===== src/design/wgm_pkg.sv =====
`timescale 1ns / 1ps

package wgm_pkg;

  localparam int REG_BYTES = 32;

  localparam logic [7:0] STAR_CODE  = 8'h2A;
  localparam logic [7:0] QMARK_CODE = 8'h3F;

  typedef enum logic [2:0] {
    REG_PAT0 = 3'd0,
    REG_PAT1 = 3'd1,
    REG_PAT2 = 3'd2,
    REG_PAT3 = 3'd3,
    REG_LEN  = 3'd4,
    REG_FOLD = 3'd5
  } reg_index_t;

  // latin-1 lowercase
  function automatic logic [7:0] fold_latin1(input logic [7:0] c);
    logic [7:0] r;
    r = c;
    if ((c >= 8'h41 && c <= 8'h5A) || (c >= 8'hC0 && c <= 8'hDE && c != 8'hD7)) begin
      r = c + 8'h20;
    end
    return r;
  endfunction

endpackage


===== src/design/wgm_match_vec.sv =====
`timescale 1ns / 1ps

module wgm_match_vec
  import wgm_pkg::*;
#(
  parameter int PB = 32
) (
  input  logic [7:0]      text_byte,
  input  logic [8*PB-1:0] pattern,
  input  logic            case_fold,
  output logic [PB-1:0]   match
);

  logic [7:0] text_folded;
  logic [7:0] pat_byte;

  always_comb begin
    text_folded = fold_latin1(text_byte);
    pat_byte = '0;
    for (int i = 0; i < PB; i++) begin
      pat_byte = pattern[8*i +: 8];
      match[i] = (pat_byte == QMARK_CODE) || (pat_byte == text_byte) ||
                 (case_fold && (fold_latin1(pat_byte) == text_folded));
    end
  end

endmodule


===== src/design/wgm_star_close.sv =====
`timescale 1ns / 1ps

module wgm_star_close #(
  parameter int N = 33
) (
  input  logic [N-1:0] set_in,
  input  logic [N-2:0] link,
  output logic [N-1:0] set_out
);

  localparam int LV = $clog2(N);

  logic [N-1:0] g [LV+1];
  logic [N-1:0] p [LV+1];

  // prefix scan: position k+1 is reached from k when link[k]
  always_comb begin
    g[0] = set_in;
    p[0] = {link, 1'b0};
    for (int lv = 0; lv < LV; lv++) begin
      for (int k = 0; k < N; k++) begin
        if (k >= (1 << lv)) begin
          g[lv+1][k] = g[lv][k] | (p[lv][k] & g[lv][k - (1 << lv)]);
          p[lv+1][k] = p[lv][k] & p[lv][k - (1 << lv)];
        end else begin
          g[lv+1][k] = g[lv][k];
          p[lv+1][k] = p[lv][k];
        end
      end
    end
    set_out = g[LV];
  end

endmodule


===== src/design/wildcard_glob_matcher.sv =====
`timescale 1ns / 1ps

// glob matcher: '*' any run, '?' one byte, else literal or latin-1 case-folded
// text channel: text_valid/text_ready carry text_byte and text_last, one word
//   per byte of a string; text_last marks the final byte of the string
// result channel: result_valid/result_ready carry one word per text byte:
//   matches_so_far, no_match_possible and string_done (echo of text_last)
// result path: the accepted byte passes the input stage register, then the result register
// throughput: one byte per cycle unless the receiver stalls; the byte compare is done
//   ahead of the input register, then the position set is updated by one combinational
//   pass (star scan, step, star scan) per byte
// configuration: apb port, 64-bit data, register i at byte address 8*i;
//   write only while no string is in flight
// reset: pattern, length and fold cleared; position set holds position 0
// after a last byte the position set restarts from position 0 with star closure
// receiver stall: the result word holds, one more byte is taken into the input stage if
//   it is empty, then text_ready drops until the result is taken
module wildcard_glob_matcher
  import wgm_pkg::*;
#(
  parameter int MAX_PATTERN_BYTES = 32
) (
  input  logic        clk,
  input  logic        rst,
  input  logic        text_valid,
  output logic        text_ready,
  input  logic [7:0]  text_byte,
  input  logic        text_last,
  output logic        result_valid,
  input  logic        result_ready,
  output logic        matches_so_far,
  output logic        no_match_possible,
  output logic        string_done,
  input  logic        psel,
  input  logic        penable,
  input  logic        pwrite,
  input  logic [5:0]  paddr,
  input  logic [63:0] pwdata,
  output logic [63:0] prdata,
  output logic        pready
);

  localparam int PB   = (MAX_PATTERN_BYTES < REG_BYTES) ? MAX_PATTERN_BYTES : REG_BYTES;
  localparam int NPOS = PB + 1;
  localparam int NW   = $clog2(PB + 1);

  logic [7:0]          pat [PB];
  logic [5:0]          pattern_length;
  logic                case_fold;
  logic [8*PB-1:0]     pat_vec;
  logic [8*REG_BYTES-1:0] pat_flat;
  reg_index_t          cfg_index;
  logic                cfg_write;
  logic [NW-1:0]       n_eff;
  logic [NPOS-1:0]     len_mask;
  logic [NPOS-1:0]     end_hot;
  logic [PB-1:0]       star;

  logic [PB-1:0]       match_in;
  logic                s1_valid;
  logic [PB-1:0]       s1_match;
  logic                s1_last;
  logic                s1_adv;

  logic [NPOS-1:0]     active;
  logic [NPOS-1:0]     cur;
  logic [NPOS-1:0]     nx_pre;
  logic [NPOS-1:0]     nx;
  logic [NPOS-1:0]     start_set;

  // configuration port
  assign pready    = 1'b1;
  assign cfg_index = reg_index_t'(paddr[5:3]);
  assign cfg_write = psel && penable && pwrite && pready;

  always_ff @(posedge clk) begin
    if (rst) begin
      pattern_length <= '0;
      case_fold <= 1'b0;
      for (int k = 0; k < PB; k++) begin
        pat[k] <= '0;
      end
    end else if (cfg_write) begin
      for (int k = 0; k < PB; k++) begin
        if (paddr[5:3] == 3'(k / 8)) begin
          pat[k] <= pwdata[8*(k % 8) +: 8];
        end
      end
      unique case (cfg_index)
        REG_LEN:  pattern_length <= pwdata[5:0];
        REG_FOLD: case_fold <= pwdata[0];
        default: ;
      endcase
    end
  end

  always_comb begin
    pat_flat = '0;
    for (int k = 0; k < PB; k++) begin
      pat_flat[8*k +: 8] = pat[k];
      pat_vec[8*k +: 8] = pat[k];
    end
  end

  always_comb begin
    unique case (cfg_index)
      REG_PAT0: prdata = pat_flat[63:0];
      REG_PAT1: prdata = pat_flat[127:64];
      REG_PAT2: prdata = pat_flat[191:128];
      REG_PAT3: prdata = pat_flat[255:192];
      REG_LEN:  prdata = {58'd0, pattern_length};
      REG_FOLD: prdata = {63'd0, case_fold};
      default:  prdata = '0;
    endcase
  end

  // pattern geometry
  assign n_eff = (pattern_length > 6'(PB)) ? NW'(PB) : pattern_length[NW-1:0];

  always_comb begin
    for (int k = 0; k < NPOS; k++) begin
      len_mask[k] = (NW'(k) <= n_eff);
      end_hot[k]  = (NW'(k) == n_eff);
    end
    for (int k = 0; k < PB; k++) begin
      star[k] = (pat[k] == STAR_CODE) && (NW'(k) < n_eff);
    end
  end

  // input stage: per-position byte compare
  wgm_match_vec #(.PB(PB)) u_match (
    .text_byte (text_byte),
    .pattern   (pat_vec),
    .case_fold (case_fold),
    .match     (match_in)
  );

  assign s1_adv     = !result_valid || result_ready;
  assign text_ready = !s1_valid || s1_adv;

  always_ff @(posedge clk) begin
    if (rst) begin
      s1_valid <= 1'b0;
    end else if (text_ready) begin
      s1_valid <= text_valid;
    end
    if (text_valid && text_ready) begin
      s1_match <= match_in;
      s1_last  <= text_last;
    end
  end

  // position update
  wgm_star_close #(.N(NPOS)) u_close_cur (
    .set_in  (active & len_mask),
    .link    (star),
    .set_out (cur)
  );

  always_comb begin
    nx_pre = '0;
    for (int i = 0; i < PB; i++) begin
      if (cur[i] && star[i]) begin
        nx_pre[i] = 1'b1;
      end
      if (cur[i] && !star[i] && s1_match[i] && (NW'(i) < n_eff)) begin
        nx_pre[i+1] = 1'b1;
      end
    end
  end

  wgm_star_close #(.N(NPOS)) u_close_nx (
    .set_in  (nx_pre),
    .link    (star),
    .set_out (nx)
  );

  wgm_star_close #(.N(NPOS)) u_close_start (
    .set_in  (NPOS'(1)),
    .link    (star),
    .set_out (start_set)
  );

  // result stage
  always_ff @(posedge clk) begin
    if (rst) begin
      result_valid <= 1'b0;
      active <= NPOS'(1);
    end else if (s1_adv) begin
      result_valid <= s1_valid;
      if (s1_valid) begin
        active <= s1_last ? start_set : nx;
      end
    end
    if (s1_adv && s1_valid) begin
      matches_so_far    <= |(nx & end_hot);
      no_match_possible <= ~|nx;
      string_done       <= s1_last;
    end
  end

`ifndef NO_ASSERTIONS
  a_verdict_consistent: assert property (@(posedge clk) disable iff (rst)
    result_valid |-> !(matches_so_far && no_match_possible))
    else $error("match and no-match reported together");

  a_ready_when_empty: assert property (@(posedge clk) disable iff (rst)
    !result_valid |-> text_ready)
    else $error("text stalled with empty result stage");

  a_stage_moves: assert property (@(posedge clk) disable iff (rst)
    (s1_valid && result_ready) |=> result_valid)
    else $error("input stage word lost");

  a_restart_after_last: assert property (@(posedge clk) disable iff (rst)
    (s1_valid && s1_adv && s1_last) |=> active[0])
    else $error("position set not restarted after last byte");
`endif

endmodule

===== config.mk =====
export PLATFORM = sky130hd
export DESIGN_NAME = wildcard_glob_matcher
export DESIGN_NICKNAME = d
export VERILOG_FILES = /design/src/design/wgm_pkg.sv /design/src/design/wgm_match_vec.sv /design/src/design/wgm_star_close.sv /design/src/design/wildcard_glob_matcher.sv
export SDC_FILE = /design/constraint.sdc
export NUM_CORES = 1
export LEC_CHECK = 0
export BUFFER_PORTS_ARGS = -buffer_cell sky130_fd_sc_hd__buf_2
export CORE_MARGIN = 10
export CORE_UTILIZATION = 35
export CTS_BUF_LIST = sky130_fd_sc_hd__clkbuf_4 sky130_fd_sc_hd__clkbuf_8
export CTS_CLUSTER_DIAMETER = 100
export DETAILED_ROUTE_END_ITERATION = 12
export GPL_ROUTABILITY_DRIVEN = 0
export PLACE_DENSITY = 0.52
export SYNTH_ARGS = -nofsm -noshare
export SYNTH_HDL_FRONTEND = slang
export SYNTH_SLANG_ARGS = --single-unit

===== constraint.sdc =====
create_clock -name clk -period 5.1 [get_ports clk]
set_clock_uncertainty 0.1 [all_clocks]
set_input_delay 0.765 -clock clk [delete_from_list [all_inputs] [get_ports clk]]
set_output_delay 0.765 -clock clk [all_outputs]
set_load 0.03 [all_outputs]

## Word level (Yosys, flattened, before mapping)

Memories as Yosys holds them, arrays and structs flattened.
Index checks and enable logic that the tools add are counted.

- Flip-flop bits (word level): 77
- Input bits: 86
- Word-level logic and storage cells: 1716
- RAM bits: 256
- Output and inout port bits: 70
- Memories: 1

- Mux-type cells: 150
- Equality and inequality tests: 198
- Order comparisons: 197
- Bitwise logic cells: 691
- Add/subtract/negate cells: 33
- Reduce and logical (&&, ||, !) cells: 436

Memories:

| memory | depth | bits a word | read ports | clocked after Yosys merged registers in | write ports | RTL line | text |
|---|---|---|---|---|---|---|---|
| pat | 32 | 8 | 32 | 0 | 32 | wildcard_glob_matcher.sv:47 | `logic [7:0] pat [PB];` |

Operator list:

| kind | count |
|---|---|
| $mux W8 | 65 |
| $eq A8 B6 Y1 const B | 64 |
| $eq A8 B8 Y1 | 64 |
| $and A1 B1 Y1 | 393 |
| $pmux W64 S6 | 1 |
| $or A1 B1 Y1 | 296 |
| $logic_and A1 B1 Y1 | 295 |
| $add A8 B6 Y8 const B | 33 |
| $ge A8 B7 Y1 const B | 33 |
| $ge A8 B8 Y1 const B | 33 |
| $le A8 B7 Y1 const B | 33 |
| $le A8 B8 Y1 const B | 33 |
| $ne A8 B8 Y1 const B | 33 |
| $logic_or A1 B1 Y1 | 99 |
| $eq A5 B6 Y1 const A | 16 |
| $le A5 B6 Y1 const A | 16 |
| $lt A5 B6 Y1 const A | 16 |
| $mux W1 | 82 |
| $reduce_or A33 Y1 | 2 |
| $eq A4 B6 Y1 const A | 8 |
| $le A4 B6 Y1 const A | 8 |
| $lt A4 B6 Y1 const A | 8 |
| $logic_not A1 Y1 | 35 |
| $and A33 B33 Y33 | 1 |
| 20 further kinds | 38 |

## Depth between registers and ports, before layout

- Word-level depth: 30
- Gate-level depth with buffers: 18
- Gate-level depth less buffers: 15

## Modules after synthesis

A second synthesis with hierarchy kept.

- Cells, all modules: 3193
- Area total of the unflattened synthesis: 28194.5 um^2

By module, submodules not included:

| module | sequential area each (um^2) | cells an instance | area each (um^2) | times used |
|---|---|---|---|---|
| wildcard_glob_matcher | 9609.2 | 1351 | 15676.3 | 1 |
| wgm_match_vec | 0.0 | 1428 | 9958.3 | 1 |
| wgm_star_close | 0.0 | 138 | 853.3 | 3 |

## Least setup slack after synthesis

Ideal clock, no wire load.

- Kind: in2reg
- Start: in text_byte[1]
- End: reg s1_match[19] (data pin)
- Data required time: 4812 ps
- Cell stages on the path: 11
- Library setup time: 188 ps
- Buffers on the path: 4
- Arrival time: 4131 ps
- Path slack: 681 ps
- Cells stage by stage: clkbuf_1 -> or4_1 -> a221oi_1 -> o31ai_1 -> xnor2_1 -> clkbuf_1 -> clkbuf_1 -> buf_1 -> xnor2_1 -> nand2_1 -> o41ai_1

- Word-level cells in the longest chain between the ends: 8
- Elaborated cells on any way between the ends: 16
- Classes of those cells: 1 x add/sub; 4 x order compare; 3 x eq/ne; 1 x mux; 7 x reduce/logical

RTL lines:

| item | RTL line | text |
|---|---|---|
| start: declaration | wildcard_glob_matcher.sv:27 | `input logic [7:0] text_byte,` |
| $ge A8 B8 Y1 / $le A8 B8 Y1 (equally long branches) | wgm_pkg.sv:23 | `if ((c >= 8'h41 && c <= 8'h5A) \|\| (c >= 8'hC0 && c <= 8'hDE && c != 8'hD7)) begin` |
| $logic_and A1 B1 Y1 (2 in series) | wgm_pkg.sv:23 |  |
| $logic_or A1 B1 Y1 | wgm_pkg.sv:23 |  |
| $mux W8 | wgm_pkg.sv:23 |  |
| $eq A8 B8 Y1 | wgm_match_vec.sv:23 | `(case_fold && (fold_latin1(pat_byte) == text_folded));` |
| $logic_and A1 B1 Y1 | wgm_match_vec.sv:23 |  |
| $logic_or A1 B1 Y1 * | wgm_match_vec.sv:22 | `match[i] = (pat_byte == QMARK_CODE) \|\| (pat_byte == text_byte) \|\|` |
| via match_in[19] | wildcard_glob_matcher.sv:59 | `logic [PB-1:0] match_in;` |
| end signal: assignment | wildcard_glob_matcher.sv:148 | `s1_match <= match_in;` |
| end: declaration | wildcard_glob_matcher.sv:61 | `logic [PB-1:0] s1_match;` |

The timed path passes the listed nets; every way through them passes the cells marked *.
A chain may end at the register's enable or synchronous reset.

## Worst setup path in the final report

- Start: reg pattern_length[4]
- End: reg no_match_possible (data pin)

- Word-level cells in the longest chain between the ends: 30
- Elaborated cells on any way between the ends: 956
- Classes of those cells: 65 x order compare; 65 x mux; 632 x bitwise; 194 x reduce/logical

RTL lines:

| item | RTL line | text |
|---|---|---|
| start: declaration | wildcard_glob_matcher.sv:48 | `logic [5:0] pattern_length;` |
| start signal: assignment | wildcard_glob_matcher.sv:90 | `REG_LEN: pattern_length <= pwdata[5:0];` |
| $gt A6 B6 Y1 | wildcard_glob_matcher.sv:118 | `assign n_eff = (pattern_length > 6'(PB)) ? NW'(PB) : pattern_length[NW-1:0];` |
| $mux W6 * | wildcard_glob_matcher.sv:118 |  |
| $le A1 B6 Y1 / $lt A1 B6 Y1 (equally long branches) | wildcard_glob_matcher.sv:122, wildcard_glob_matcher.sv:126, wildcard_glob_matcher.sv:166 |  |
| $and A32 B32 Y32 / $logic_and A1 B1 Y1 (equally long branches) | wildcard_glob_matcher.sv:155, wildcard_glob_matcher.sv:126 |  |
| $and A1 B1 Y1 | wgm_star_close.sv:23 | `g[lv+1][k] = g[lv][k] \| (p[lv][k] & g[lv][k - (1 << lv)]);` |
| $or A1 B1 Y1 | wgm_star_close.sv:23 |  |
| $and A1 B1 Y1 | wgm_star_close.sv:23 |  |
| $or A1 B1 Y1 | wgm_star_close.sv:23 |  |
| [... 12 more ...] | - |  |
| $and A1 B1 Y1 | wgm_star_close.sv:23 |  |
| $or A1 B1 Y1 | wgm_star_close.sv:23 |  |
| $and A1 B1 Y1 | wgm_star_close.sv:23 |  |
| $or A1 B1 Y1 | wgm_star_close.sv:23 |  |
| $and A1 B1 Y1 | wgm_star_close.sv:23 |  |
| $or A1 B1 Y1 (3 in series) | wgm_star_close.sv:23 |  |
| $reduce_or A33 Y1 * | wildcard_glob_matcher.sv:197 | `no_match_possible <= ~\|nx;` |
| $logic_not A1 Y1 * | wildcard_glob_matcher.sv:197 |  |
| end signal: assignment | wildcard_glob_matcher.sv:197 |  |
| end: declaration | wildcard_glob_matcher.sv:32 | `output logic no_match_possible,` |

Mark *: on every way between the ends. The rest lies on a longest branch, timed or not.

==> results.json <==
{
  "synth.top_cell.area_share_pct": 32.3,
  "status": "finished clean",
  "multiInputGateArea_sq_mm": 0.0163,
  "ys_types": 101,
  "synth-edff-count": 292,
  "synth_async_sr_flop_share_pct": 0,
  "busiest_layer": "met2",
  "antenna_found_initial": 2,
  "power_w": 0.00811,
  "drv_slew": 0,
  "pwr-share-seq_pct": 41.8,
  "yosysWarningCount": 0,
  "dieWidth_um": 298,
  "cts_buffers": 61,
  "power_frac_clock_pct": 36.7,
  "tightest_slew_ps": 1150,
  "grtUsageMet2_pct": 38.1,
  "start_kind": "flop",
  "hold_class": "primary input to flop",
  "gr-total-overflow": 0,
  "drt_first_pass_iters": 6,
  "wl_mm": 111,
  "syn_inst": 3218,
  "synth_ff_type": "edfxtp_1",
  "start_util_pct": 35.1,
  "max-vdd-ir-drop_uv": 196,
  "num_rows": 102,
  "cts_buffer_depth": 3,
  "worstSetupPathType": "flop to flop",
  "dieArea_sq_mm": 0.0891,
  "cp-end-kind": "flop",
  "nNetsFinal": 3694,
  "io_buffers": 151,
  "avgSynthCellArea_sq_um": 8.43,
  "vias": 26626,
  "cts-root-buf": "clkbuf_8",
  "drtAntennaViolNets": 0,
  "relSlewSlack_pct": 22.4,
  "drive_above_1_share_pct": 18.8,
  "cts_tree": "done",
  "netlist_top_cells_area": "edfxtp_1, xnor2_1, xor2_1",
  "regArea_sq_mm": 0.00959,
  "combinationalPowerShare_pct": 21.5,
  "dp_hpwl_mm": 83.1,
  "worst_ep_required_time_ps": 5510,
  "use_met3_pct": 4.29,
  "clock_sinks": 333,
  "sw_frac_of_total_pct": 31.7,
  "final.fill_count": 7811,
  "ys_seq_elements": 333,
  "placed_area_sq_mm": 0.0311,
  "die_h_um": 298,
  "setup_viol": 0,
  "whs_ps": 174,
  "seq_area_frac_synth_pct": 35.3,
  "track_usage_pct": 23.9,
  "syn_nets": 3370,
  "post_drt_wl_per_cell_um": 24.0,
  "h-tree-depth": 2,
  "insertion_delay_ps": 710,
  "via_per_inst": 5.74,
  "rsz0062_at_grt": "yes",
  "hold_violations": 0,
  "route.detailed.drc": 0,
  "worstHoldStart": "text_last",
  "leakage_nw": 12.4,
  "grt_pass1_wl_mm": 165,
  "setup-tns-final_ps": 0,
  "grt_max_degree": 65,
  "intPower_w": 0.00554,
  "grt_pass1_vias": 25789,
  "area_growth_pct": 20.1,
  "final_area_sq_mm": 0.0326,
  "min_to": "s1_last",
  "r2r_cells": 17,
  "final.period_utilization_pct": 95.6,
  "core_area_sq_mm": 0.0772,
  "regToRegSetupSlack_ps": 220,
  "synth_top_area_cell": "edfxtp_1",
  "cts.reportedPaths.clkPinSlew_ps": 70,
  "finalCriticalPeriod_ps": 4880,
  "crit_fanout": 9,
  "p_per_area_mw_per_mm2": 249,
  "r2r-end": "no_match_possible",
  "grtUsageMet1_pct": 31.2,
  "ios": 156,
  "fmax_ghz": 0.205,
  "drt_iter0_markers": 2866,
  "arrival_ps": 5290,
  "syn_area_sq_mm": 0.0271,
  "rr_startpoint": "pattern_length[4]",
  "p_switching_w": 0.00257,
  "min_path_cells": 1,
  "maxCapViolations": 0
}
-- flip-flops by register name, summed over array words and instances, names as in the netlist --
signal and count:
pattern_length 6, s1_last 1, pat 256, s1_valid 1, string_done 1, no_match_possible 1
matches_so_far 1, active 32, result_valid 1, case_fold 1, s1_match 32
-- layer usage --
layer  vias to the layer above  share of wire (%)
met4                         0                4.7
met1                     12874                 43
met3                       240                7.8
met5                         -                  0
met2                      1098                 45
li1                      12414                  -
-- critical path, stage by stage (launching register included) --
cell and delay, ps:
dfxtp_1 400, or3_1 480, buf_4 210, o211ai_4 290, nor4_4 90, buf_4 150
a2111oi_2 390, nor2_1 120, o21ai_1 220, nand2_2 180, a211oi_4 370, nand2_2 130
buf_4 170, nor3_1 240, nand3_1 130, or4_1 510, or3_1 370, nor4_2 140
-- cells in the mapped netlist (all sizes together) (9+ instances only) --
library cell    n
a41oi          14
and3           15
o22ai          32
a311oi         10
or3            19
inv           168
ha             66
o211ai         31
a221oi          9
a211o          11
or4            18
xor2          150
o31ai          22
nand2         282
dfxtp          41
nand4          74
o221ai         12
and2           24
a31oi          63
a21oi         131
mux2i          24
edfxtp        292
nor3          118
nor4           42
nand2b         96
nand3         139
nor2          347
buf            35
nand3b          9
a211oi         31
nor4bb         21
nor2b          23
o21ai         104
a22oi         132
o41ai          12
nor4b          25
a31o            9
clkbuf        184
xnor2         243
a21o           12
a21boi         10
-- how the worst max path moves through the flow --
stage | start | slack, ps | to
2_1_floorplan | text_byte[1] | 680 | s1_match[19]
3_3_place_gp | pat[0][84] | 120 | matches_so_far
3_5_place_dp | pat[0][95] | 180 | matches_so_far
4_1_cts | pat[0][95] | 140 | matches_so_far
5_1_grt | pattern_length[4] | -20 | no_match_possible
6_report | pattern_length[4] | 220 | no_match_possible
-- final cells by class --
cell class	instances	area share (%)
flip-flops and latches	333	29.4
clock buffers	75	2.94
well taps	1040	3.99
diodes	2	0.0154
clock inverters	39	1.27
inverters	168	1.93
repair buffers	480	10.4
multi-input cells	2498	50.0
-- repair_timing --
| action | CTS | global route |
|---|---|---|
| hold buffers | 0 | 0 |
| buffers inserted | 0 | 0 |
| gates resized for setup | 0 | 28 |
| endpoints found under the setup margin | 0 | 8 |
-- power by group through the flow --
stage	registers, W	clock network, W	logic [W]
4_1_cts	0.00338	0.00302	0.00174
6_report	0.00339	0.00297	0.00175
3_5_place_dp	0.00344	0	0.00173
3_3_place_gp	0.00344	0	0.00172
2_1_floorplan	0.00336	0	0.00115
5_1_grt	0.00341	0.00313	0.00190
-- stage by stage --
step                      setup slack (ps)  util, %  instances
after global placement                 122     40.2       4519
final                                  223     42.2       4635
after global routing                 -22.7     42.2       4634
after floorplan                        681        -       3218
after detailed placement               181     40.2       4519
after CTS                              142     42.0       4633
-- layout by cell type, fill, tap and decap left out, types with 22 or more instances in the layout --
| master | n |
|---|---|
| a31oi_1 | 62 |
| a21oi_1 | 127 |
| nor4_1 | 39 |
| edfxtp_1 | 292 |
| xnor2_1 | 241 |
| ha_1 | 66 |
| a22oi_1 | 130 |
| inv_1 | 167 |
| nand2_1 | 278 |
| xor2_1 | 150 |
| a211oi_1 | 27 |
| buf_4 | 317 |
| dfxtp_1 | 39 |
| nand3_1 | 139 |
| buf_2 | 150 |
| nand2b_1 | 93 |
| nand4_1 | 74 |
| nor2b_1 | 22 |
| mux2i_1 | 24 |
| nor3_1 | 112 |
| o22ai_1 | 32 |
| o211ai_1 | 27 |
| o21ai_0 | 90 |
| nor2_1 | 343 |
| clkbuf_8 | 63 |
-- cells by family (layout without fill, tap and decap cells) --
group / count (synthesis) / after routing / synth area share (%)
adders and majority gates: 66 / 66 / 3.04
xor gates and xnor gates: 393 / 393 / 12.7
muxes: 26 / 26 / 0.968
and+or+nand+nor: 1292 / 1292 / 24.0
DFF: 333 / 333 / 35.3
other: 1 / 3 / 0.0138
buffers and inverters: 387 / 762 / 5.45
AOI/OAI and AO/OA: 720 / 720 / 18.6
(Power assumes the default switching activity.)
